**config.mk**
```make
export PLATFORM = sky130hd
export DESIGN_NAME = pak_vig
export DESIGN_NICKNAME = d
export VERILOG_FILES = /design/src/design/pak_pkg.sv /design/src/design/pak_vig.sv
export SDC_FILE = /design/constraint.sdc
export NUM_CORES = 2
export LEC_CHECK = 0
export ABC_CLOCK_PERIOD_IN_PS = 17400
export BUFFER_PORTS_ARGS = -buffer_cell sky130_fd_sc_hd__clkbuf_2
export CAP_MARGIN = 25
export CORE_ASPECT_RATIO = 0.6
export CORE_MARGIN = 2
export CORE_UTILIZATION = 47
export DETAILED_ROUTE_END_ITERATION = 10
export PLACE_DENSITY = 0.64
export SLEW_MARGIN = 20
export SYNTH_ARGS = -nofsm -noshare
export SYNTH_HDL_FRONTEND = slang
export SYNTH_SLANG_ARGS = --single-unit
```
**constraint.sdc**
```tcl
create_clock -name clk -period 17.4 [get_ports clk]
set_input_delay 1.74 -clock clk [delete_from_list [all_inputs] [get_ports clk]]
set_output_delay 1.74 -clock clk [all_outputs]
set_load 0.02 [all_outputs]
```
**src/design/pak_pkg.sv**
```systemverilog
// ----------------------------------------------------------------------------
// pak_pkg
// Shared types, constants and a helper function of the pixel alpha keyer.
// ----------------------------------------------------------------------------
package pak_pkg;

    localparam int FRAC_BITS = 10;
    localparam int ONE       = 1 << FRAC_BITS;
    localparam int HALF      = ONE / 2;
    localparam int Q_W       = FRAC_BITS + 1;

    localparam int MAX_DIM = 4096;
    localparam int COORD_W = 12;
    localparam int DIM_W   = 13;

    localparam int DIV_Q_W   = COORD_W + FRAC_BITS;
    localparam int DIV_R_W   = DIM_W;
    localparam int MAG_W     = DIV_Q_W;
    localparam int VSQ_W     = 2 * MAG_W;
    localparam int VSUM_W    = VSQ_W + 1;
    localparam int SQ_IN_W   = VSUM_W + 1;
    localparam int SQ_OUT_W  = SQ_IN_W / 2;
    localparam int SQ_REM_W  = SQ_OUT_W + 2;
    localparam int CSQ_W     = 2 * Q_W - 1;
    localparam int CSUM_W    = CSQ_W + 2;
    localparam int NUM_W     = SQ_OUT_W + 2;
    localparam int DEN_W     = Q_W;
    localparam int PROD_W    = 2 * Q_W - 1;
    localparam int SCALED_W  = PROD_W + 8;
    localparam int ALPHA_SHIFT = FRAC_BITS + 10;

    localparam int LUMA_WR    = 13933;
    localparam int LUMA_WG    = 46871;
    localparam int LUMA_WB    = 4732;
    localparam int LUMA_RND   = 32768;
    localparam int LUMA_SHIFT = 16;
    localparam int LUMA_W     = Q_W + LUMA_SHIFT;

    localparam int COLOR_STAGES = 4;
    localparam int SD_LEN   = DIV_Q_W + COLOR_STAGES + SQ_OUT_W + 1 + FRAC_BITS + 2;
    localparam int TAP_T    = DIV_Q_W - 1;
    localparam int CRES_LEN = SQ_OUT_W;
    localparam int PF_LEN   = FRAC_BITS;

    localparam int CFG_W   = 24;
    localparam int CFG_A_W = 3;
    localparam logic [CFG_A_W-1:0] REG_MODE      = 3'd0;
    localparam logic [CFG_A_W-1:0] REG_THRESHOLD = 3'd1;
    localparam logic [CFG_A_W-1:0] REG_SOFTNESS  = 3'd2;
    localparam logic [CFG_A_W-1:0] REG_KEY_COLOR = 3'd3;
    localparam logic [CFG_A_W-1:0] REG_OPACITY   = 3'd4;
    localparam logic [CFG_A_W-1:0] REG_VIG_INNER = 3'd5;
    localparam logic [CFG_A_W-1:0] REG_VIG_OUTER = 3'd6;
    localparam logic [CFG_A_W-1:0] REG_FRAME     = 3'd7;

    typedef enum logic [3:0] {
        MODE_ALPHA        = 4'd0,
        MODE_LUMA_KEY     = 4'd1,
        MODE_INV_LUMA_KEY = 4'd2,
        MODE_LUMA         = 4'd3,
        MODE_INV_LUMA     = 4'd4,
        MODE_CHROMA       = 4'd5,
        MODE_MAX_RGB      = 4'd6,
        MODE_SAT_KEY      = 4'd7,
        MODE_EDGE         = 4'd8,
        MODE_THRESHOLD    = 4'd9,
        MODE_RED          = 4'd10,
        MODE_GREEN        = 4'd11,
        MODE_BLUE         = 4'd12,
        MODE_VIGNETTE     = 4'd13
    } mode_t;

    typedef struct packed {
        logic [7:0]         red_in;
        logic [7:0]         green_in;
        logic [7:0]         blue_in;
        logic [7:0]         alpha_in;
        logic [COORD_W-1:0] column;
        logic [COORD_W-1:0] line;
    } pix_t;

    typedef struct packed {
        logic [7:0] red_out;
        logic [7:0] green_out;
        logic [7:0] blue_out;
        logic [7:0] key_alpha;
    } key_t;

    typedef struct packed {
        logic [7:0] red;
        logic [7:0] green;
        logic [7:0] blue;
        logic [7:0] alpha;
    } rgba_t;

    typedef struct packed {
        logic [CSUM_W-1:0] chroma_sum;
        logic [Q_W-1:0]    key_v;
        logic [Q_W-1:0]    direct;
    } color_res_t;

    typedef struct packed {
        logic           fix;
        logic [Q_W-1:0] fix_val;
        logic           use_ramp;
        logic           invert;
        logic [Q_W-1:0] direct;
    } prep_t;

    function automatic logic [Q_W-1:0] chan_q(input logic [7:0] c);
        logic [Q_W-1:0] base;
        logic [Q_W-1:0] y;
        logic [2:0]     corr;
        base = {1'b0, c, 2'b00};
        y    = base + Q_W'(127);
        if (y >= Q_W'(1020))
            corr = 3'd4;
        else if (y >= Q_W'(765))
            corr = 3'd3;
        else if (y >= Q_W'(510))
            corr = 3'd2;
        else if (y >= Q_W'(255))
            corr = 3'd1;
        else
            corr = 3'd0;
        return base + Q_W'(corr);
    endfunction

endpackage

```
**src/design/pak_vig.sv**
```systemverilog
// ----------------------------------------------------------------------------
// pak_vig
// Four-stage vignette distance datapath: centered coordinates, magnitudes,
// squares and their sum.
// ----------------------------------------------------------------------------
module pak_vig (
    input  logic                         clk,
    input  logic                         en,
    input  logic [pak_pkg::DIV_Q_W-1:0]  qx,
    input  logic [pak_pkg::DIV_Q_W-1:0]  qy,
    output logic [pak_pkg::VSUM_W-1:0]   dist_sq
);

    localparam int CW = pak_pkg::DIV_Q_W + 1;
    localparam int M  = pak_pkg::MAG_W;
    localparam int S  = pak_pkg::VSQ_W;
    localparam int V  = pak_pkg::VSUM_W;

    logic [CW-1:0] cx_reg, cy_reg, cx_next, cy_next;
    logic [M-1:0]  mx_reg, my_reg, mx_next, my_next;
    logic [S-1:0]  sx_reg, sy_reg, sx_next, sy_next;
    logic [V-1:0]  sum_reg, sum_next;

    always_comb
    begin
        cx_next  = CW'(qx) - CW'(pak_pkg::HALF);
        cy_next  = CW'(qy) - CW'(pak_pkg::HALF);
        mx_next  = cx_reg[CW-1] ? M'(-cx_reg) : cx_reg[M-1:0];
        my_next  = cy_reg[CW-1] ? M'(-cy_reg) : cy_reg[M-1:0];
        sx_next  = S'(mx_reg) * S'(mx_reg);
        sy_next  = S'(my_reg) * S'(my_reg);
        sum_next = V'(sx_reg) + V'(sy_reg);
    end

    always_ff @(posedge clk)
    begin
        if (en)
        begin
            cx_reg  <= cx_next;
            cy_reg  <= cy_next;
            mx_reg  <= mx_next;
            my_reg  <= my_next;
            sx_reg  <= sx_next;
            sy_reg  <= sy_next;
            sum_reg <= sum_next;
        end
    end

    assign dist_sq = sum_reg;

endmodule

```
After elaboration in Yosys (flattened, before gate mapping)

Cells that the tools add are included.
W data, S select, Z words.

Add/subtract/negate cells: 5
Multiply operators: 2
Divide/modulo/power cells: 0
Magnitude comparators: 0
Eq/ne operators: 0
Shift-type cells: 0
Multiplexer cells: 2
Bitwise operators: 0
Reduce and logical (&&, ||, !) cells: 0

Operators with widths:

| operator                 | number |
|---|---|
| $mul A22 B22 Y44         | 2 |
| $sub A22 B10 Y23 const B | 2 |
| $add A44 B44 Y45         | 1 |
| $mux W22                 | 2 |
| $neg A22 Y22             | 2 |

Flip-flop bits (word level): 223
Bits in latches: 0
RAM bits: 0
Bits in read-only memories: 0
Input bits: 46
Output and inout port bits: 45
Memories: 0

Longest topological paths before layout

Depth after elaboration: 2
Gate-level depth with buffers: 26
Mapped depth without buffers: 24

Least setup slack after synthesis

Ideal clock, no wire load.

Kind: reg2reg
Start point: register my_reg[6]
End point: register sy_reg[43] (data pin)
Setup time: 0.260 ns
Data arrival time: 6.492 ns
Required time: 17.140 ns
Path slack: 10.648 ns
Stages on the path, launching flop included: 22
Path buffers: 2
Cells stage by stage: edfxtp_1 > clkbuf_1 > clkbuf_1 > nand2_1 > fa_1 > inv_1 > fa_1 > inv_1 > fa_1 > inv_1 > fa_1 > fa_1 > fa_1 > fa_1 > ha_1 > nand4_1 > or4_1 > and4_4 > o2111a_2 > o31ai_4 > a221oi_2 > xnor2_1

Longest elaborated chain between the ends: 1

RTL lines:

| item                   | line          | text |
|---|---|---|
| from (decl)            | pak_vig.sv:20 | `logic [M-1:0] mx_reg, my_reg, mx_next, my_next;` |
| from (signal assigned) | pak_vig.sv:42 | `my_reg <= my_next;` |
| $mul A22 B22 Y44       | pak_vig.sv:31 | `sy_next = S'(my_reg) * S'(my_reg);` |
| named net sy_next[43]  | pak_vig.sv:21 | `logic [S-1:0] sx_reg, sy_reg, sx_next, sy_next;` |
| to (signal assigned)   | pak_vig.sv:44 | `sy_reg <= sy_next;` |
| to (decl)              | pak_vig.sv:21 |  |

The timed path passes the listed nets, and every way through them passes these cells.
A chain may end at the register's enable or synchronous reset.

Worst setup path in the final report

Start point: register my_reg[13]
End point: register sy_reg[38] (data pin)

The elaborated chain is that of the path after synthesis.

==> results.yml <==
logic_synthesis:
  synth_compound_area_share_pct: 7.308
  synth_top_family_by_area: "adder cells"
  synth_seq_cells: 221
  synth.cell_area_um2: 37720
  synth_xor_area_share_pct: 4.784
  synth.most_common_cell: "inv_1"
  synthArstFlopShare_pct: 0
  yosys.area_share.simple_pct: 11.01
  netlist_top_cells_area: "fa_1 (36%), edfxtp_1 (18%), ha_1 (13%), inv_1 (9.1%), nand2_1 (3.5%)"
  yosys.area.top_type_share_pct: 36.25
  synth_commonest_cells: "inv_1 (914), fa_1 (683), ha_1 (378)"
  ys_warn_count: 0
  avgSynthCellArea_um2: 9.923
  synth_cell_type_count: 70
  yosysSeqAreaShare_pct: 17.60
  synth_fa_ha_area_share_pct: 48.85
  synthesis.nets: 4908
  ys.flop_type: "edfxtp_1"
  synth.area.mux_share_pct: 0.05971
  synth_edf_count: 221
  synthCells: 3801
  yosys.area.top_type: "fa_1"
grt:
  grt_pass1_wl_um: 142600
  antenna_found_initial: 0
  gr-total-overflow: 0
  track_usage_pct: 22.01
  grt_max_degree: 112
  grt_pass1_vias: 26240
detailed_routing:
  drtPass1Iterations: 5
  drt_iter0_drc: 2178
  drc: 0
  detail_route.vias_per_cell: 5.236
  vias: 25690
  wl_per_cell_um: 17.90
  ant_nets: 0
  wirelength_um: 87860
worst_setup_path:
  worstPathMaxFanout: 17
  cp_cell_sequence: "inv_1, nor2_1, inv_1, fa_1, fa_1, fa_1, inv_1, fa_1, fa_1, fa_1, inv_1, fa_1, inv_1, ha_1, nand4_1, or3_1, a31oi_1, nor2_1, nor3_1, o22ai_1, xnor2_1"
  timing_worst_setup_path_type: "flip-flop to flip-flop"
  critPathMaxStageDelay_ns: 0.91
  required_ns: 17.76
  start_kind: "flip-flop"
  crit_slowest_cell: "edfxtp_1"
  critPathArrivalTime_ns: 8.19
  cpMostUsedCell: "fa_1"
  worstSetupEndpointType: "flip-flop"
sta:
  period_needed_ns: 7.835
  finClkSkew_ns: 0.05723
  tns_ns: 0
  worst_slew_pin_slew_ns: 1.135
  finalMaxSlewViolations: 0
  worst_hold_slack_ns: 0.5159
  rsz0062_at_grt: "no"
  clock.fmax_mhz: 127.6
  finalCritPeriodShare_pct: 45.03
  setup_violations: 0
  relSlewSlack_pct: 24.31
  hold_viol: 0
floorplan:
  die_h_um: 223.4
  die_area_um2: 82600
  initial_core_util_pct: 47.46
  core_area_um2: 79480
  io_pins: 91
  rows: 80
  die_w_um: 369.7
placement:
  portBuffers: 90
  gp_congestion: 0.9219
  hpwl_um: 72270
clock_network:
  clockBufferDepth: 3
  clock-sinks: 221
  htree_levels: 1
  cts_made_buffers: 25
  cts_tree: "yes"
  cts-root-buf: "clkbuf_16"
  postCtsSetupRepairBufs: 0
  cts_resized: 0
  clk_pin_slew_worst_paths_ns: 0.06
  clk_latency_ns: 0.61
  ctsHoldBuffers: 0
cells_and_area:
  final_net_count: 4932
  areaGrowthSynthToFinish_pct: 6.286
  largest_reg_flops: 45
  drive_above_1_share_pct: 4.922
outcome:
  status: "completed"
flow_run:
  maxCapViolCount: 0
hold_path:
  hold_path.class: "flip-flop to flip-flop"
[cells in the final DEF (no fill, tap or decap), drive strengths merged, types with 17 or more instances in the layout]
cell | Yosys | routed
nand3 | 31 | 31
a31oi | 19 | 19
o21ai | 66 | 66
a21o | 76 | 76
a21oi | 120 | 120
edfxtp | 221 | 221
inv | 914 | 917
xor2 | 83 | 83
ha | 378 | 378
fa | 683 | 683
clkbuf | 119 | 119
or3 | 17 | 17
xnor2 | 123 | 123
nand4 | 25 | 25
nand2 | 350 | 350
nor3 | 29 | 29
and2 | 179 | 179
nor2 | 120 | 120
nor2b | 21 | 21
o21bai | 20 | 20
buf | 6 | 33
[final timing paths]
kind | cells after the start | start | end | slack [ns]
worst max-delay path | 21 | my_reg[13] | sy_reg[38] | 9.57
worst min-delay path | 0 | cy_reg[0] | my_reg[0] | 0.52
worst max register to register | 21 | my_reg[13] | sy_reg[38] | 9.57
worst min register to register | 0 | cy_reg[0] | my_reg[0] | 0.52
[cell type report]
| cell class | count | area [um2] |
|---|---|---|
| flip-flops and latches | 221 | 6636 |
| well taps | 1066 | 1334 |
| diodes | 1 | 2.502 |
| clock inverters | 12 | 158.9 |
| multi-input cells | 2541 | 27160 |
| fillers | 7351 | 39390 |
| inverters | 914 | 3431 |
| repair buffers | 122 | 723.2 |
| clock buffers | 30 | 644.4 |
[routing by layer]
layer  track usage [%]  vias up  share of wire, %
met3             4.908       70               8.8
li1                  -    11930                 -
met1             35.92    12840                50
met4             3.567        0               1.6
met2             29.73      849                40
met5                 0        -                 0
[worst max-delay path, delay by kind of cell (launching register included)]
kind,cells,cell delay (ns)
AOI/OAI and AO/OA,2,0.38
xor gates and xnor gates,1,0.16
adders and majority gates,8,3.81
buffers and inverters,5,0.68
DFF,1,0.91
and+or+nand+nor,5,1.63
[stage by stage]
step                setup WS (ns)  util, %  area [um2]  instances
floorplan                   10.65        -       37720       3801
global placement            9.862    49.37       39240       4861
detailed placement          9.693    49.37       39240       4861
CTS                         9.656    50.38       40040       4903
global route                9.187    50.44       40080       4906
finish                      9.565    50.44       40090       4907
[cell families (layout without fill, tap and decap cells)]
family / count (synthesis) / count (layout)
fa+ha+maj: 1063 / 1063
buf+inv: 1039 / 1078
simple gates: 854 / 854
compound gates: 416 / 416
flops: 221 / 221
xor+xnor: 206 / 206
mux: 2 / 2
other cells: 0 / 1
Power is left out: the tool's default activity adds up to more than one toggle a clock period on the data nets, which glitch-free logic cannot reach.
