==> src/design/pak_pkg.sv <==
// ----------------------------------------------------------------------------
// pak_pkg
// Shared types, constants and a helper function of the pixel alpha keyer.
// ----------------------------------------------------------------------------
package pak_pkg;

    localparam int FRAC_BITS = 10;
    localparam int ONE       = 1 << FRAC_BITS;
    localparam int HALF      = ONE / 2;
    localparam int Q_W       = FRAC_BITS + 1;

    localparam int MAX_DIM = 4096;
    localparam int COORD_W = 12;
    localparam int DIM_W   = 13;

    localparam int DIV_Q_W   = COORD_W + FRAC_BITS;
    localparam int DIV_R_W   = DIM_W;
    localparam int MAG_W     = DIV_Q_W;
    localparam int VSQ_W     = 2 * MAG_W;
    localparam int VSUM_W    = VSQ_W + 1;
    localparam int SQ_IN_W   = VSUM_W + 1;
    localparam int SQ_OUT_W  = SQ_IN_W / 2;
    localparam int SQ_REM_W  = SQ_OUT_W + 2;
    localparam int CSQ_W     = 2 * Q_W - 1;
    localparam int CSUM_W    = CSQ_W + 2;
    localparam int NUM_W     = SQ_OUT_W + 2;
    localparam int DEN_W     = Q_W;
    localparam int PROD_W    = 2 * Q_W - 1;
    localparam int SCALED_W  = PROD_W + 8;
    localparam int ALPHA_SHIFT = FRAC_BITS + 10;

    localparam int LUMA_WR    = 13933;
    localparam int LUMA_WG    = 46871;
    localparam int LUMA_WB    = 4732;
    localparam int LUMA_RND   = 32768;
    localparam int LUMA_SHIFT = 16;
    localparam int LUMA_W     = Q_W + LUMA_SHIFT;

    localparam int COLOR_STAGES = 4;
    localparam int SD_LEN   = DIV_Q_W + COLOR_STAGES + SQ_OUT_W + 1 + FRAC_BITS + 2;
    localparam int TAP_T    = DIV_Q_W - 1;
    localparam int CRES_LEN = SQ_OUT_W;
    localparam int PF_LEN   = FRAC_BITS;

    localparam int CFG_W   = 24;
    localparam int CFG_A_W = 3;
    localparam logic [CFG_A_W-1:0] REG_MODE      = 3'd0;
    localparam logic [CFG_A_W-1:0] REG_THRESHOLD = 3'd1;
    localparam logic [CFG_A_W-1:0] REG_SOFTNESS  = 3'd2;
    localparam logic [CFG_A_W-1:0] REG_KEY_COLOR = 3'd3;
    localparam logic [CFG_A_W-1:0] REG_OPACITY   = 3'd4;
    localparam logic [CFG_A_W-1:0] REG_VIG_INNER = 3'd5;
    localparam logic [CFG_A_W-1:0] REG_VIG_OUTER = 3'd6;
    localparam logic [CFG_A_W-1:0] REG_FRAME     = 3'd7;

    typedef enum logic [3:0] {
        MODE_ALPHA        = 4'd0,
        MODE_LUMA_KEY     = 4'd1,
        MODE_INV_LUMA_KEY = 4'd2,
        MODE_LUMA         = 4'd3,
        MODE_INV_LUMA     = 4'd4,
        MODE_CHROMA       = 4'd5,
        MODE_MAX_RGB      = 4'd6,
        MODE_SAT_KEY      = 4'd7,
        MODE_EDGE         = 4'd8,
        MODE_THRESHOLD    = 4'd9,
        MODE_RED          = 4'd10,
        MODE_GREEN        = 4'd11,
        MODE_BLUE         = 4'd12,
        MODE_VIGNETTE     = 4'd13
    } mode_t;

    typedef struct packed {
        logic [7:0]         red_in;
        logic [7:0]         green_in;
        logic [7:0]         blue_in;
        logic [7:0]         alpha_in;
        logic [COORD_W-1:0] column;
        logic [COORD_W-1:0] line;
    } pix_t;

    typedef struct packed {
        logic [7:0] red_out;
        logic [7:0] green_out;
        logic [7:0] blue_out;
        logic [7:0] key_alpha;
    } key_t;

    typedef struct packed {
        logic [7:0] red;
        logic [7:0] green;
        logic [7:0] blue;
        logic [7:0] alpha;
    } rgba_t;

    typedef struct packed {
        logic [CSUM_W-1:0] chroma_sum;
        logic [Q_W-1:0]    key_v;
        logic [Q_W-1:0]    direct;
    } color_res_t;

    typedef struct packed {
        logic           fix;
        logic [Q_W-1:0] fix_val;
        logic           use_ramp;
        logic           invert;
        logic [Q_W-1:0] direct;
    } prep_t;

    function automatic logic [Q_W-1:0] chan_q(input logic [7:0] c);
        logic [Q_W-1:0] base;
        logic [Q_W-1:0] y;
        logic [2:0]     corr;
        base = {1'b0, c, 2'b00};
        y    = base + Q_W'(127);
        if (y >= Q_W'(1020))
            corr = 3'd4;
        else if (y >= Q_W'(765))
            corr = 3'd3;
        else if (y >= Q_W'(510))
            corr = 3'd2;
        else if (y >= Q_W'(255))
            corr = 3'd1;
        else
            corr = 3'd0;
        return base + Q_W'(corr);
    endfunction

endpackage

==> src/design/pak_isqrt.sv <==
// ----------------------------------------------------------------------------
// pak_isqrt
// Pipelined integer square root, one root bit per stage.
// ----------------------------------------------------------------------------
module pak_isqrt (
    input  logic                          clk,
    input  logic                          en,
    input  logic [pak_pkg::SQ_IN_W-1:0]   radicand,
    output logic [pak_pkg::SQ_OUT_W-1:0]  root
);

    localparam int N  = pak_pkg::SQ_OUT_W;
    localparam int W  = pak_pkg::SQ_IN_W;
    localparam int RW = pak_pkg::SQ_REM_W;

    logic [RW-1:0] rem_reg   [0:N-1];
    logic [RW-1:0] rem_next  [0:N-1];
    logic [W-1:0]  val_reg   [0:N-1];
    logic [W-1:0]  val_next  [0:N-1];
    logic [N-1:0]  root_reg  [0:N-1];
    logic [N-1:0]  root_next [0:N-1];
    logic [RW-1:0] src_rem   [0:N-1];
    logic [W-1:0]  src_val   [0:N-1];
    logic [N-1:0]  src_root  [0:N-1];

    always_comb
    begin
        src_rem[0]  = '0;
        src_val[0]  = radicand;
        src_root[0] = '0;
        for (int k = 1; k < N; k++)
        begin
            src_rem[k]  = rem_reg[k-1];
            src_val[k]  = val_reg[k-1];
            src_root[k] = root_reg[k-1];
        end
    end

    always_comb
    begin
        logic [RW+1:0] shifted;
        logic [RW+1:0] trial;
        for (int k = 0; k < N; k++)
        begin
            shifted = {src_rem[k], src_val[k][W-1:W-2]};
            trial   = {2'b00, src_root[k], 2'b01};
            if (shifted >= trial)
            begin
                rem_next[k]  = RW'(shifted - trial);
                root_next[k] = {src_root[k][N-2:0], 1'b1};
            end
            else
            begin
                rem_next[k]  = shifted[RW-1:0];
                root_next[k] = {src_root[k][N-2:0], 1'b0};
            end
            val_next[k] = {src_val[k][W-3:0], 2'b00};
        end
    end

    always_ff @(posedge clk)
    begin
        if (en)
        begin
            for (int k = 0; k < N; k++)
            begin
                rem_reg[k]  <= rem_next[k];
                val_reg[k]  <= val_next[k];
                root_reg[k] <= root_next[k];
            end
        end
    end

    assign root = root_reg[N-1];

endmodule

==> config.mk <==
export PLATFORM = sky130hd
export DESIGN_NAME = pak_isqrt
export DESIGN_NICKNAME = d
export VERILOG_FILES = /design/src/design/pak_pkg.sv /design/src/design/pak_isqrt.sv
export SDC_FILE = /design/constraint.sdc
export NUM_CORES = 2
export LEC_CHECK = 0
export ABC_AREA = 1
export BUFFER_PORTS_ARGS = -buffer_cell sky130_fd_sc_hd__buf_2
export CORE_MARGIN = 2
export CORE_UTILIZATION = 65
export DETAILED_ROUTE_END_ITERATION = 12
export GPL_ROUTABILITY_DRIVEN = 0
export HOLD_SLACK_MARGIN = 0.06
export PLACE_DENSITY = 0.82
export SKIP_CTS_REPAIR_TIMING = 1
export SLEW_MARGIN = 20
export SYNTH_ARGS = -nofsm -noshare
export SYNTH_HDL_FRONTEND = slang
export SYNTH_SLANG_ARGS = --single-unit
==> constraint.sdc <==
create_clock -name clk -period 5.5 [get_ports clk]
set_clock_uncertainty 0.2 [all_clocks]
set_input_delay 0.825 -clock clk [delete_from_list [all_inputs] [get_ports clk]]
set_output_delay 0.825 -clock clk [all_outputs]
set_load 0.005 [all_outputs]
**Word-level counts from Yosys, hierarchy flattened**

Memory sizes are Yosys's and may differ from the RTL's.
Cells that the tools add are included.

- Output and inout port bits: 23
- Memories: 3
- Word-level logic and storage cells: 97
- Register bits: 0
- RAM bits: 2116

Memory list:

| memory | depth | bits a word | read ports | clocked after Yosys merged registers in | write ports | RTL line | text |
|---|---|---|---|---|---|---|---|
| val_reg | 23 | 44 | 22 | 0 | 23 | pak_isqrt.sv:18 | `logic [W-1:0] val_reg [0:N-1];` |
| rem_reg | 23 | 25 | 22 | 0 | 23 | pak_isqrt.sv:16 | `logic [RW-1:0] rem_reg [0:N-1];` |
| root_reg | 23 | 23 | 23 | 0 | 23 | pak_isqrt.sv:20 | `logic [N-1:0] root_reg [0:N-1];` |

- Mux-type cells: 48
- $add $sub $neg: 23
- Order comparisons: 23

Operators by type and width:

| kind | number |
|---|---|
| $ge A27 B25 Y1 | 22 |
| $mux W25 | 23 |
| $sub A25 B25 Y25 | 22 |
| $mux W1 | 25 |
| $sub A2 B1 Y3 const B | 1 |
| $ge A2 B1 Y1 const B | 1 |

**Logic depth before layout (Yosys ltp)**

An unclocked memory read counts as a cell.

- Depth in word-level cells: 3
- Mapped depth: 16
- Mapped depth without buffers: 15

**Least setup slack after synthesis**

OpenSTA, ideal clock, no wires.

- Kind: flip-flop to flip-flop
- Start point: memory rem_reg[0][0] in the netlist's numbering
- End point: memory rem_reg[0][44] in the netlist's numbering (data pin)
- Setup time: 0.268 ns
- Clock period less this slack: 2.241 ns
- Path slack: 3.259 ns
- Path buffers: 1
- Required time: 5.032 ns
- Arrival: 1.773 ns
- Stages on the path, launching flop included: 9
- Cell sequence: edfxtp_1 ha_1 a21oi_1 nand2_1 inv_1 ha_1 and2_0 clkbuf_1 o21ai_0

RTL lines:

| what | RTL line |
|---|---|
| start, declared | pak_isqrt.sv:16 |

==> qor.csv <==
stage,metric,value,unit
power_and_ir_drop,Comb power frac,0.201,
synthesis,top post-synthesis cells by area,"edfxtp_1 (54%), nand2_1 (16%), inv_1 (7.7%)",
die,I/O pins,71,
finish,share of layout cells above drive strength 1,0.0533,
power_and_ir_drop,worst vdd ir,0.325,mV
detailed_routing,"antenna viol nets, final",0,
sta,RSZ-0062 raised after global routing,false,
finish,max FFs per register,518,
placed_design,Final HPWL DP,123,mm
cts,TritonCTS buffer count,136,
finish,Finished Core Util,0.714,
power_and_ir_drop,P_leak,0.0365,µW
sta,final setup fails,0,
critical_path,crit path max fanout,24,
die,full die area,114000,µm²
die,core area,110000,µm²
grt,vias in the first global route,53148,
critical_path,critical register-to-register path startpoint,rem_reg[2][25],
power_and_ir_drop,switching power,8370,µW
critical_path,crit path DAT,3660,ps
cts,Max clock buf depth,3,
sta,worst slew pin tran,927,ps
synthesis,Mapped Area,72200,µm²
synthesis,Yosys top cell by area,edfxtp_1,
sta,Final Cycle Share,0.590,
sta,fin crit period,3250,ps
detailed_routing,DRT Pass-1 Iters,9,
finish,antenna cells,0,
cts,CTS tree,yes,
critical_path,Crit. End Element,register,
cts,Worst-path clk slew,70,ps
critical_path,critical path's slowest cell,inv_2,
status,outcome,completed,
power_and_ir_drop,Power Dens Cells,350,nW/µm²
grt,GRT Overall Usage,0.295,
finish,Layout Nets,8920,
grt,global route overflow,0,
cts,# clock sinks,1300,
synthesis,distinct cell type count of the synthesized netlist,52,
placed_design,PortBufs,70,
synthesis,YS warnings,0,
power_and_ir_drop,Clk pwr share,0.332,
synthesis,"Seq/Total Area, Yosys",0.541,
detailed_routing,drt wl/cell,16.6,µm
cts,clock root cell,clkbuf_16,
power_and_ir_drop,Pwr Total,27600,µW
critical_path,critical-path cell list,ha_1 > o21ai_0 > nand2_1 > nand2_1 > nand3_1 > nand2_1 > nand3_2 > inv_2 > nand2_1 > nand2_1,
finish,"Area growth, synth to finish",9.22,%
critical_path,"most used cell, CP",nand2_1,
sta,Max Fclk,308,MHz
grt,global-route wire length before repair,267,mm
die,Die H,337,µm
critical_path,crit start category,register,
power_and_ir_drop,cell-internal power,19200,µW
sta,Slew HR,0.382,
sta,"Hold Vio Cnt, Final",0,
hold_path,Hold Crit Start,radicand[24],
sta,Slew Limit Fails,0,
die,initial core utilization,0.654,
synthesis,count of state elements after synthesis,1300,
synthesis,"Avg Cell Area, Syn",8.61,µm²
synthesis,"Net Count, Synth",8727,
critical_path,Crit. Startpoint,rem_reg[2][25],
synthesis,ys flop type,edfxtp_1,
run,max cap viols,0,
cts,H-Tree Depth,4,
grt,pin count of the biggest net entering global routing,162,
detailed_routing,Remaining DRCs,0,
detailed_routing,number of DRC markers in iteration 0,6302,
detailed_routing,routed via count,56308,
critical_path,critical path type,register to register,
sta,total negative setup slack,0,ps
synthesis,Post-synth EDFFs,1300,
detailed_routing,WL final,169,mm
hold_path,Hold Crit Class,primary input to register,
synthesis,Post-synth top cells,"nand2_1 (2,998), inv_1 (1,476), edfxtp_1 (1,300), nor2_1 (696), nand3_1 (468)",
power_and_ir_drop,Net Sw Frac,0.303,
critical_path,worst path required time,5910,ps
grt,initial antenna violation count,1,
synthesis,Mapped Cells,8379,
synthesis,most frequent cell after synthesis,nand2_1,
die,Rows,122,
synthesis,ys async rst share,0,
cts,clock latency on the worst-skew pair,760,ps
critical_path,Max stage delay on crit path,650,ps
detailed_routing,number of vias per cell,5.54,
die,width of the die,337,µm
synthesis,top cell type's share of synthesized area,0.541,
power_and_ir_drop,Flop pwr share,0.467,
power by group through the flow:
stage	Combinational (µW)	Clock, µW	Sequential, µW
2_1_floorplan	3970	0	12700
3_3_place_gp	5180	0	13000
3_5_place_dp	5340	0	13000
4_1_cts	5400	9310	12900
5_1_grt	6250	9690	13000
6_report	5550	9160	12900
area by class of cell:
class	instances	area, µm²
Sequential cell	1300	39000
Fill cell	7936	31500
Multi-Input combinational cell	5515	26900
Inverter	1498	5640
Clock buffer	147	3440
Tap cell	1488	1860
Clock inverter	93	1010
Timing Repair Buffer	121	943
worst max-delay path: cells and delay by family, from the launching register on:
family / cells / cell delay (ps)
adders and majority gates: 1 / 400
DFF: 1 / 420
AOI/OAI and AO/OA: 1 / 150
buffers and inverters: 1 / 650
and+or+nand+nor: 7 / 1250
layout by cell type, fill, tap and decap left out, types with 7 or more instances in the layout:
master         count
inv_2             16
nand4_1          141
xnor2_1           45
o21ai_1           38
dlygate4sd3_1     38
bufinv_16         14
clkinvlp_4         9
clkbuf_1          11
edfxtp_1        1300
or2_2             20
nand3b_1          64
a21oi_1          239
clkinv_4           7
o21ai_0           97
nor2_1           696
nor3_1            59
buf_12             9
nor2_4             9
nand2_1         2998
nand3_1          468
and2_1            17
clkbuf_16        136
inv_1           1476
buf_2             69
clkinv_1          25
ha_1             300
o21bai_1          16
xor2_1           144
nand2_2           17
nor2_2            46
a21oi_2           37
clkinv_2          24
layer usage:
metal,global-route usage,share of wire
met3,0.0419,0.080
met1,0.375,0.39
met2,0.495,0.47
met4,0.150,0.051
met5,0,0
logic make-up after synthesis:
family                     after synthesis  synth area share
adders and majority gates              300            0.0520
DFF                                   1300             0.541
AOI/OAI and AO/OA                      455            0.0354
and+or+nand+nor                       4570             0.262
buffers and inverters                 1564            0.0866
other                                    1         0.0000520
xor gates and xnor gates               189            0.0229
final timing paths:
| path | cells past startpoint | slack [ps] | to |
|---|---|---|---|
| worst max register to register | 10 | 2250 | rem_reg[2][64] |
| worst max-delay path | 10 | 2250 | rem_reg[2][64] |
| worst min-delay path | 1 | 70 | val_reg[0][24] |
| worst min register to register | 0 | 200 | val_reg[1][254] |
through the flow:
step / area, µm² / std cells / setup WS, ps / hold WS (ps)
2_1_floorplan: 72200 / 8379 / 3260 / 200
3_3_place_gp: 74000 / 9884 / 2520 / 200
3_5_place_dp: 74000 / 9884 / 2460 / 205
4_1_cts: 78400 / 10124 / 2340 / -9.19
5_1_grt: 78800 / 10162 / 2050 / 64.9
6_report: 78800 / 10162 / 2250 / 75.0
(Power assumes the default switching activity.)
