[src/design/pak_pkg.sv]
// ----------------------------------------------------------------------------
// pak_pkg
// Shared types, constants and a helper function of the pixel alpha keyer.
// ----------------------------------------------------------------------------
package pak_pkg;

    localparam int FRAC_BITS = 10;
    localparam int ONE       = 1 << FRAC_BITS;
    localparam int HALF      = ONE / 2;
    localparam int Q_W       = FRAC_BITS + 1;

    localparam int MAX_DIM = 4096;
    localparam int COORD_W = 12;
    localparam int DIM_W   = 13;

    localparam int DIV_Q_W   = COORD_W + FRAC_BITS;
    localparam int DIV_R_W   = DIM_W;
    localparam int MAG_W     = DIV_Q_W;
    localparam int VSQ_W     = 2 * MAG_W;
    localparam int VSUM_W    = VSQ_W + 1;
    localparam int SQ_IN_W   = VSUM_W + 1;
    localparam int SQ_OUT_W  = SQ_IN_W / 2;
    localparam int SQ_REM_W  = SQ_OUT_W + 2;
    localparam int CSQ_W     = 2 * Q_W - 1;
    localparam int CSUM_W    = CSQ_W + 2;
    localparam int NUM_W     = SQ_OUT_W + 2;
    localparam int DEN_W     = Q_W;
    localparam int PROD_W    = 2 * Q_W - 1;
    localparam int SCALED_W  = PROD_W + 8;
    localparam int ALPHA_SHIFT = FRAC_BITS + 10;

    localparam int LUMA_WR    = 13933;
    localparam int LUMA_WG    = 46871;
    localparam int LUMA_WB    = 4732;
    localparam int LUMA_RND   = 32768;
    localparam int LUMA_SHIFT = 16;
    localparam int LUMA_W     = Q_W + LUMA_SHIFT;

    localparam int COLOR_STAGES = 4;
    localparam int SD_LEN   = DIV_Q_W + COLOR_STAGES + SQ_OUT_W + 1 + FRAC_BITS + 2;
    localparam int TAP_T    = DIV_Q_W - 1;
    localparam int CRES_LEN = SQ_OUT_W;
    localparam int PF_LEN   = FRAC_BITS;

    localparam int CFG_W   = 24;
    localparam int CFG_A_W = 3;
    localparam logic [CFG_A_W-1:0] REG_MODE      = 3'd0;
    localparam logic [CFG_A_W-1:0] REG_THRESHOLD = 3'd1;
    localparam logic [CFG_A_W-1:0] REG_SOFTNESS  = 3'd2;
    localparam logic [CFG_A_W-1:0] REG_KEY_COLOR = 3'd3;
    localparam logic [CFG_A_W-1:0] REG_OPACITY   = 3'd4;
    localparam logic [CFG_A_W-1:0] REG_VIG_INNER = 3'd5;
    localparam logic [CFG_A_W-1:0] REG_VIG_OUTER = 3'd6;
    localparam logic [CFG_A_W-1:0] REG_FRAME     = 3'd7;

    typedef enum logic [3:0] {
        MODE_ALPHA        = 4'd0,
        MODE_LUMA_KEY     = 4'd1,
        MODE_INV_LUMA_KEY = 4'd2,
        MODE_LUMA         = 4'd3,
        MODE_INV_LUMA     = 4'd4,
        MODE_CHROMA       = 4'd5,
        MODE_MAX_RGB      = 4'd6,
        MODE_SAT_KEY      = 4'd7,
        MODE_EDGE         = 4'd8,
        MODE_THRESHOLD    = 4'd9,
        MODE_RED          = 4'd10,
        MODE_GREEN        = 4'd11,
        MODE_BLUE         = 4'd12,
        MODE_VIGNETTE     = 4'd13
    } mode_t;

    typedef struct packed {
        logic [7:0]         red_in;
        logic [7:0]         green_in;
        logic [7:0]         blue_in;
        logic [7:0]         alpha_in;
        logic [COORD_W-1:0] column;
        logic [COORD_W-1:0] line;
    } pix_t;

    typedef struct packed {
        logic [7:0] red_out;
        logic [7:0] green_out;
        logic [7:0] blue_out;
        logic [7:0] key_alpha;
    } key_t;

    typedef struct packed {
        logic [7:0] red;
        logic [7:0] green;
        logic [7:0] blue;
        logic [7:0] alpha;
    } rgba_t;

    typedef struct packed {
        logic [CSUM_W-1:0] chroma_sum;
        logic [Q_W-1:0]    key_v;
        logic [Q_W-1:0]    direct;
    } color_res_t;

    typedef struct packed {
        logic           fix;
        logic [Q_W-1:0] fix_val;
        logic           use_ramp;
        logic           invert;
        logic [Q_W-1:0] direct;
    } prep_t;

    function automatic logic [Q_W-1:0] chan_q(input logic [7:0] c);
        logic [Q_W-1:0] base;
        logic [Q_W-1:0] y;
        logic [2:0]     corr;
        base = {1'b0, c, 2'b00};
        y    = base + Q_W'(127);
        if (y >= Q_W'(1020))
            corr = 3'd4;
        else if (y >= Q_W'(765))
            corr = 3'd3;
        else if (y >= Q_W'(510))
            corr = 3'd2;
        else if (y >= Q_W'(255))
            corr = 3'd1;
        else
            corr = 3'd0;
        return base + Q_W'(corr);
    endfunction

endpackage

[src/design/pak_coord_div.sv]
// ----------------------------------------------------------------------------
// pak_coord_div
// Pipelined restoring divider, one quotient bit per stage, for the
// normalized pixel coordinate.
// ----------------------------------------------------------------------------
module pak_coord_div (
    input  logic                          clk,
    input  logic                          en,
    input  logic [pak_pkg::DIV_Q_W-1:0]   dividend,
    input  logic [pak_pkg::DIV_R_W-1:0]   divisor,
    output logic [pak_pkg::DIV_Q_W-1:0]   quotient
);

    localparam int N = pak_pkg::DIV_Q_W;
    localparam int R = pak_pkg::DIV_R_W;

    logic [R-1:0] rem_reg  [0:N-1];
    logic [R-1:0] rem_next [0:N-1];
    logic [N-1:0] dvd_reg  [0:N-1];
    logic [N-1:0] dvd_next [0:N-1];
    logic [N-1:0] quo_reg  [0:N-1];
    logic [N-1:0] quo_next [0:N-1];
    logic [R-1:0] src_rem  [0:N-1];
    logic [N-1:0] src_dvd  [0:N-1];
    logic [N-1:0] src_quo  [0:N-1];

    always_comb
    begin
        src_rem[0] = '0;
        src_dvd[0] = dividend;
        src_quo[0] = '0;
        for (int k = 1; k < N; k++)
        begin
            src_rem[k] = rem_reg[k-1];
            src_dvd[k] = dvd_reg[k-1];
            src_quo[k] = quo_reg[k-1];
        end
    end

    always_comb
    begin
        logic [R:0] trial;
        logic       qbit;
        for (int k = 0; k < N; k++)
        begin
            trial = {src_rem[k], src_dvd[k][N-1]};
            qbit  = (trial >= {1'b0, divisor});
            if (qbit)
                rem_next[k] = R'(trial - {1'b0, divisor});
            else
                rem_next[k] = trial[R-1:0];
            dvd_next[k] = {src_dvd[k][N-2:0], 1'b0};
            quo_next[k] = {src_quo[k][N-2:0], qbit};
        end
    end

    always_ff @(posedge clk)
    begin
        if (en)
        begin
            for (int k = 0; k < N; k++)
            begin
                rem_reg[k] <= rem_next[k];
                dvd_reg[k] <= dvd_next[k];
                quo_reg[k] <= quo_next[k];
            end
        end
    end

    assign quotient = quo_reg[N-1];

endmodule

[config.mk]
export PLATFORM = sky130hd
export DESIGN_NAME = pak_coord_div
export DESIGN_NICKNAME = d
export VERILOG_FILES = /design/src/design/pak_pkg.sv /design/src/design/pak_coord_div.sv
export SDC_FILE = /design/constraint.sdc
export NUM_CORES = 1
export LEC_CHECK = 0
export BUFFER_PORTS_ARGS = -buffer_cell sky130_fd_sc_hd__buf_2
export CORE_MARGIN = 2
export CORE_UTILIZATION = 40
export CTS_CLUSTER_DIAMETER = 30
export CTS_CLUSTER_SIZE = 12
export DETAILED_ROUTE_END_ITERATION = 8
export GPL_TIMING_DRIVEN = 0
export PLACE_DENSITY = 0.57
export REMOVE_ABC_BUFFERS = 1
export SKIP_CTS_REPAIR_TIMING = 1
export SLEW_MARGIN = 30
export SYNTH_ARGS = -nofsm -noshare
export SYNTH_HDL_FRONTEND = slang
export SYNTH_SLANG_ARGS = --single-unit
[constraint.sdc]
create_clock -name clk -period 3.3 [get_ports clk]
set_input_delay 0.33 -clock clk [delete_from_list [all_inputs] [get_ports clk]]
set_output_delay 0.33 -clock clk [all_outputs]
set_load 0.1 [all_outputs]
After elaboration in Yosys (flattened, before gate mapping)

Memory sizes are Yosys's and may differ from the RTL's.
Index checks and enable logic that the tools add are counted.

Memories: 3
Bits in read-only memories: 0
Logic and storage cells: 71
Input bits: 37
Bits in latches: 0
Bits in writable memories: 1232
Bits in registers: 0
Output and inout port bits: 22

Memory list:

| name    | words | bits a word | rd ports | clocked after memory_dff | write ports | RTL line            | text |
|---|---|---|---|---|---|---|---|
| quo_reg | 22    | 22          | 22       | 0                        | 22          | pak_coord_div.sv:21 | `logic [N-1:0] quo_reg [0:N-1];` |
| dvd_reg | 22    | 21          | 21       | 0                        | 22          | pak_coord_div.sv:19 | `logic [N-1:0] dvd_reg [0:N-1];` |
| rem_reg | 22    | 13          | 21       | 0                        | 22          | pak_coord_div.sv:17 | `logic [R-1:0] rem_reg [0:N-1];` |

$lt $le $gt $ge: 22
Add/subtract/negate cells: 22
Div/mod/pow operators: 0
Reduce and logical (&&, ||, !) cells: 0
Shifts and indexed selects: 0
$mul: 0
Bitwise operators: 0
Eq/ne operators: 0
Multiplexer cells: 24

Operators by type and width:

| operator                                                       | count |
|---|---|
| 14-bit by 13-bit greater-or-equal comparator with 1-bit output | 21 |
| 13-bit two-way mux                                             | 22 |
| 13-bit subtractor                                              | 21 |
| 1-bit by 13-bit greater-or-equal comparator with 1-bit output  | 1 |
| 1-bit by 13-bit subtractor with 13-bit output                  | 1 |
| 1-bit two-way mux                                              | 2 |

Logic depth before layout (Yosys ltp)

An unclocked memory read counts as a cell.

Depth in word-level cells: 3
Gate-level depth with buffers: 12
Gate-level depth less buffers: 10

Least setup slack after synthesis

No wires, ideal clock.

Kind: input -> register
Start: in divisor[2] (netlist name)
End: mem rem_reg[1][76] (netlist name) (data pin)
Required time: 3.040 ns
Path buffers: 1
Setup time: 0.260 ns
Setup slack: 0.156 ns
Arrival time: 2.884 ns
Cell stages on the path: 10
Path through: inv_1 -> ha_1 -> nor2b_1 -> o21ai_1 -> a21oi_1 -> a211oi_2 -> o211ai_1 -> a311oi_4 -> buf_6 -> mux2_2

RTL lines:

| element         | RTL line            | text |
|---|---|---|
| start, declared | pak_coord_div.sv:10 | `input logic [pak_pkg::DIV_R_W-1:0] divisor,` |
| end, declared   | pak_coord_div.sv:17 |  |

==> results by group <==
Outcome
  – Outcome: complete, no violations

Global route
  – Global-route layer with the greatest usage: met2
  – Vias in the first global route: 24100
  – GRT Overall Usage: 15.8%
  – Initial antenna violation count: 1
  – M2 GR Usage: 25.9%
  – Largest net degree at the start of global routing: 133
  – Global-route wire length before repair: 125000 µm
  – Global routing usage on met1: 19.7%
  – Met3 Usage GRT: 3.74%
  – Global route overflow: 0

Clocking
  – CTS tree: built
  – TritonCTS Sinks: 757
  – Root Buffer: clkbuf_16
  – Num CTS Buffers: 181
  – Clock Tree Buf Depth: 3
  – Clock latency on the worst-skew pair: 0.76 ns
  – Clock Pin Slew Worst Setup and Hold Paths: 0.04 ns
  – H-tree lvl count: 4

Finish
  – Post-route core utilization: 49.5%
  – Finished Cell Area: 0.0472 mm²
  – Max FFs per register: 273
  – Share of cells above drive strength 1: 17.0%
  – # diodes: 0
  – Nets: 3408
  – Fin cells: 4491
  – Synthesis-to-layout area growth: 22.4%

Timing
  – Setup Viol. Count Final: 0
  – Normalized max-slew margin: 43.6%
  – Post-route clock period utilization: 97.7%
  – Worst-margin pin slew: 0.839 ns
  – Final Hold Fails: 0
  – Final Skew: 0.0317 ns
  – Fmax: 0.310 GHz
  – Post-route minimum period: 3.22 ns
  – Setup TNS: 0 ns
  – Hold_ws: 0.0900 ns
  – Slew Limit Fails: 0

Floorplan
  – I/O pins: 59
  – Die H: 314 µm
  – Die Area: 0.0989 mm²
  – Die span in x: 314 µm
  – Rows: 113
  – Initial Util: 40.5%
  – Core Area: 0.0953 mm²

Worst setup path
  – CP max stage cell: inv_2
  – Critical path data required time: 3.77 ns
  – Cell breakdown of the critical path: buf_4, inv_2, ha_1, nor2b_4, o31a_1, or4b_1, a221o_1, o31ai_2, xnor2_1, mux2_2
  – Max FO, Critical Path: 22
  – Worst Path Class, Setup: input pin to register
  – Max stage delay on crit path: 0.51 ns
  – CP startpoint kind: input pin
  – Worst r2r path cells: 11
  – CP arrival: 3.70 ns
  – Setup crit end kind: register

Synth
  – Number of flops mapped to enable cells by yosys: 757
  – Syn Area/Cell: 13.8 µm²
  – Unique cell type count in the Yosys netlist: 80
  – Ys flop type: edfxtp_1
  – Seq/Total Area, Yosys: 59.0%
  – Mapped cell area: 0.0386 mm²
  – Syn. warnings: 0
  – Post-synth ARST share: 0%
  – #FFs+latches synth: 757
  – Cells after Synth: 2803

Min path
  – Worst hold path stage count: 3
  – Hold crit path type: input pin to register

Placement
  – Area after DPL: 0.0407 mm²
  – Hpwl dp: 50000 µm
  – Routability cong.: 0.876
  – I/O Buffers: 58
  – Placed instance count: 4110

Drt
  – Detailed Routing Iterations Pass 1: 5
  – Drt wl/cell: 17.3 µm
  – Post-Route WL: 77900 µm
  – DR iter-0 viols: 1610
  – Via Count: 23800
  – Remaining DRCs: 0
  – Remaining antenna violation count after routing: 0
  – Vias per cell: 5.29

Run
  – Max cap viols: 0

Power
  – Peak supply drop: 0.510 mV
  – Power density over the cells: 1020 mW/mm²
  – Static Leakage: 18.1 nW
-- Yosys cell counts, types with 38 or more instances --
cell type / n / area share, %
nor2_1: 139 / 1.4
mux2i_1: 47 / 1.2
a21oi_1: 156 / 2.0
nand2_1: 104 / 1.0
edfxtp_1: 757 / 59
a21o_1: 76 / 1.5
nor3_1: 57 / 0.74
nand2b_1: 38 / 0.62
nand4_1: 44 / 0.71
nor2b_1: 47 / 0.76
ha_1: 275 / 8.9
xnor2_1: 101 / 2.3
mux2_2: 97 / 2.8
xor2_1: 70 / 1.6
mux2_1: 89 / 2.6
o21ai_0: 103 / 1.3
inv_1: 111 / 1.1
o21a_1: 52 / 1.0
-- where the power goes --
part / switching (mW) / internal (mW) / total (mW)
clock: 5.54 / 11.6 / 17.1
sequential: 1.05 / 13.8 / 14.8
combinational: 8.52 / 7.62 / 16.1
total: 15.1 / 32.9 / 48.0
-- layer usage --
metal	vias to the layer above	routed length, µm	part of all wire (%)
met5	-	0	0
met4	0	2420	3.1
met3	189	3450	4.4
met2	503	37200	48
met1	11500	34800	45
li1	11600	-	-
-- through the flow --
step	setup slack, ns	total power [mW]
2_1_floorplan	0.0256	26.9
5_1_grt	-0.00164	51.0
3_5_place_dp	-0.903	30.5
6_report	0.0757	48.0
3_3_place_gp	-9.72	30.1
4_1_cts	-0.231	48.0
-- kinds of logic (layout without fill, tap and decap cells) --
| family | Yosys count | after routing | synth area share (%) |
|---|---|---|---|
| XOR/XNOR | 171 | 171 | 3.88 |
| buffers and inverters | 152 | 575 | 1.65 |
| adder cells (fa/ha/maj) | 295 | 295 | 9.96 |
| AO/OA/AOI/OAI | 633 | 633 | 11.2 |
| flip-flops | 757 | 757 | 59.0 |
| AND/OR/NAND/NOR | 562 | 562 | 7.71 |
| multiplexers | 233 | 233 | 6.65 |
-- critical path, delay by kind of cell --
kind	cells	cell delay [ns]
AND/OR/NAND/NOR	2	0.65
AO/OA/AOI/OAI	3	0.87
XOR/XNOR	1	0.11
buffers and inverters	2	0.99
multiplexers	1	0.26
adder cells (fa/ha/maj)	1	0.46
-- path summary, 6_finish.rpt --
path,start,to,slack [ns]
setup reg to reg,dvd_reg[2][83]$_DFFE_PP_,rem_reg[2][56]$_DFFE_PP_,0.18
hold / removal,divisor[3],rem_reg[0][7]$_SDFFCE_PN0P_,0.09
hold reg to reg,dvd_reg[1][78]$_DFFE_PP_,dvd_reg[1][100]$_DFFE_PP_,0.39
setup / recovery,divisor[1],rem_reg[2][50]$_DFFE_PP_,0.08
-- final cells by class --
cell class              count  area (µm²)
fillers                  8195       48100
flip-flops and latches    757       22700
multi-input cells        1894       15200
clock buffers             210        4660
well taps                1265        1580
clock inverters           123        1360
repair buffers            127        1180
inverters                 115         432
-- cells in the final DEF (no fill, tap or decap), drive strengths merged, types with 16 or more instances in the layout --
master and count:
nor2b 51, and3 21, a21boi 21, ha 275, nor2 139, o211ai 22, nand2b 38, mux2i 47
xor2 70, a21oi 158, dlygate4sd3 23, and2 16, o31ai 21, nor3 58, clkinv 81, nand4 44
nor4 19, a211oi 36, mux2 186, edfxtp 757, bufinv 19, nand2 104, clkbuf 210, o21a 52
buf 104, fa 20, xnor2 101, o21ai 126, nand3 26, o31a 16, a21o 76, inv 124
(Power assumes the default switching activity.)
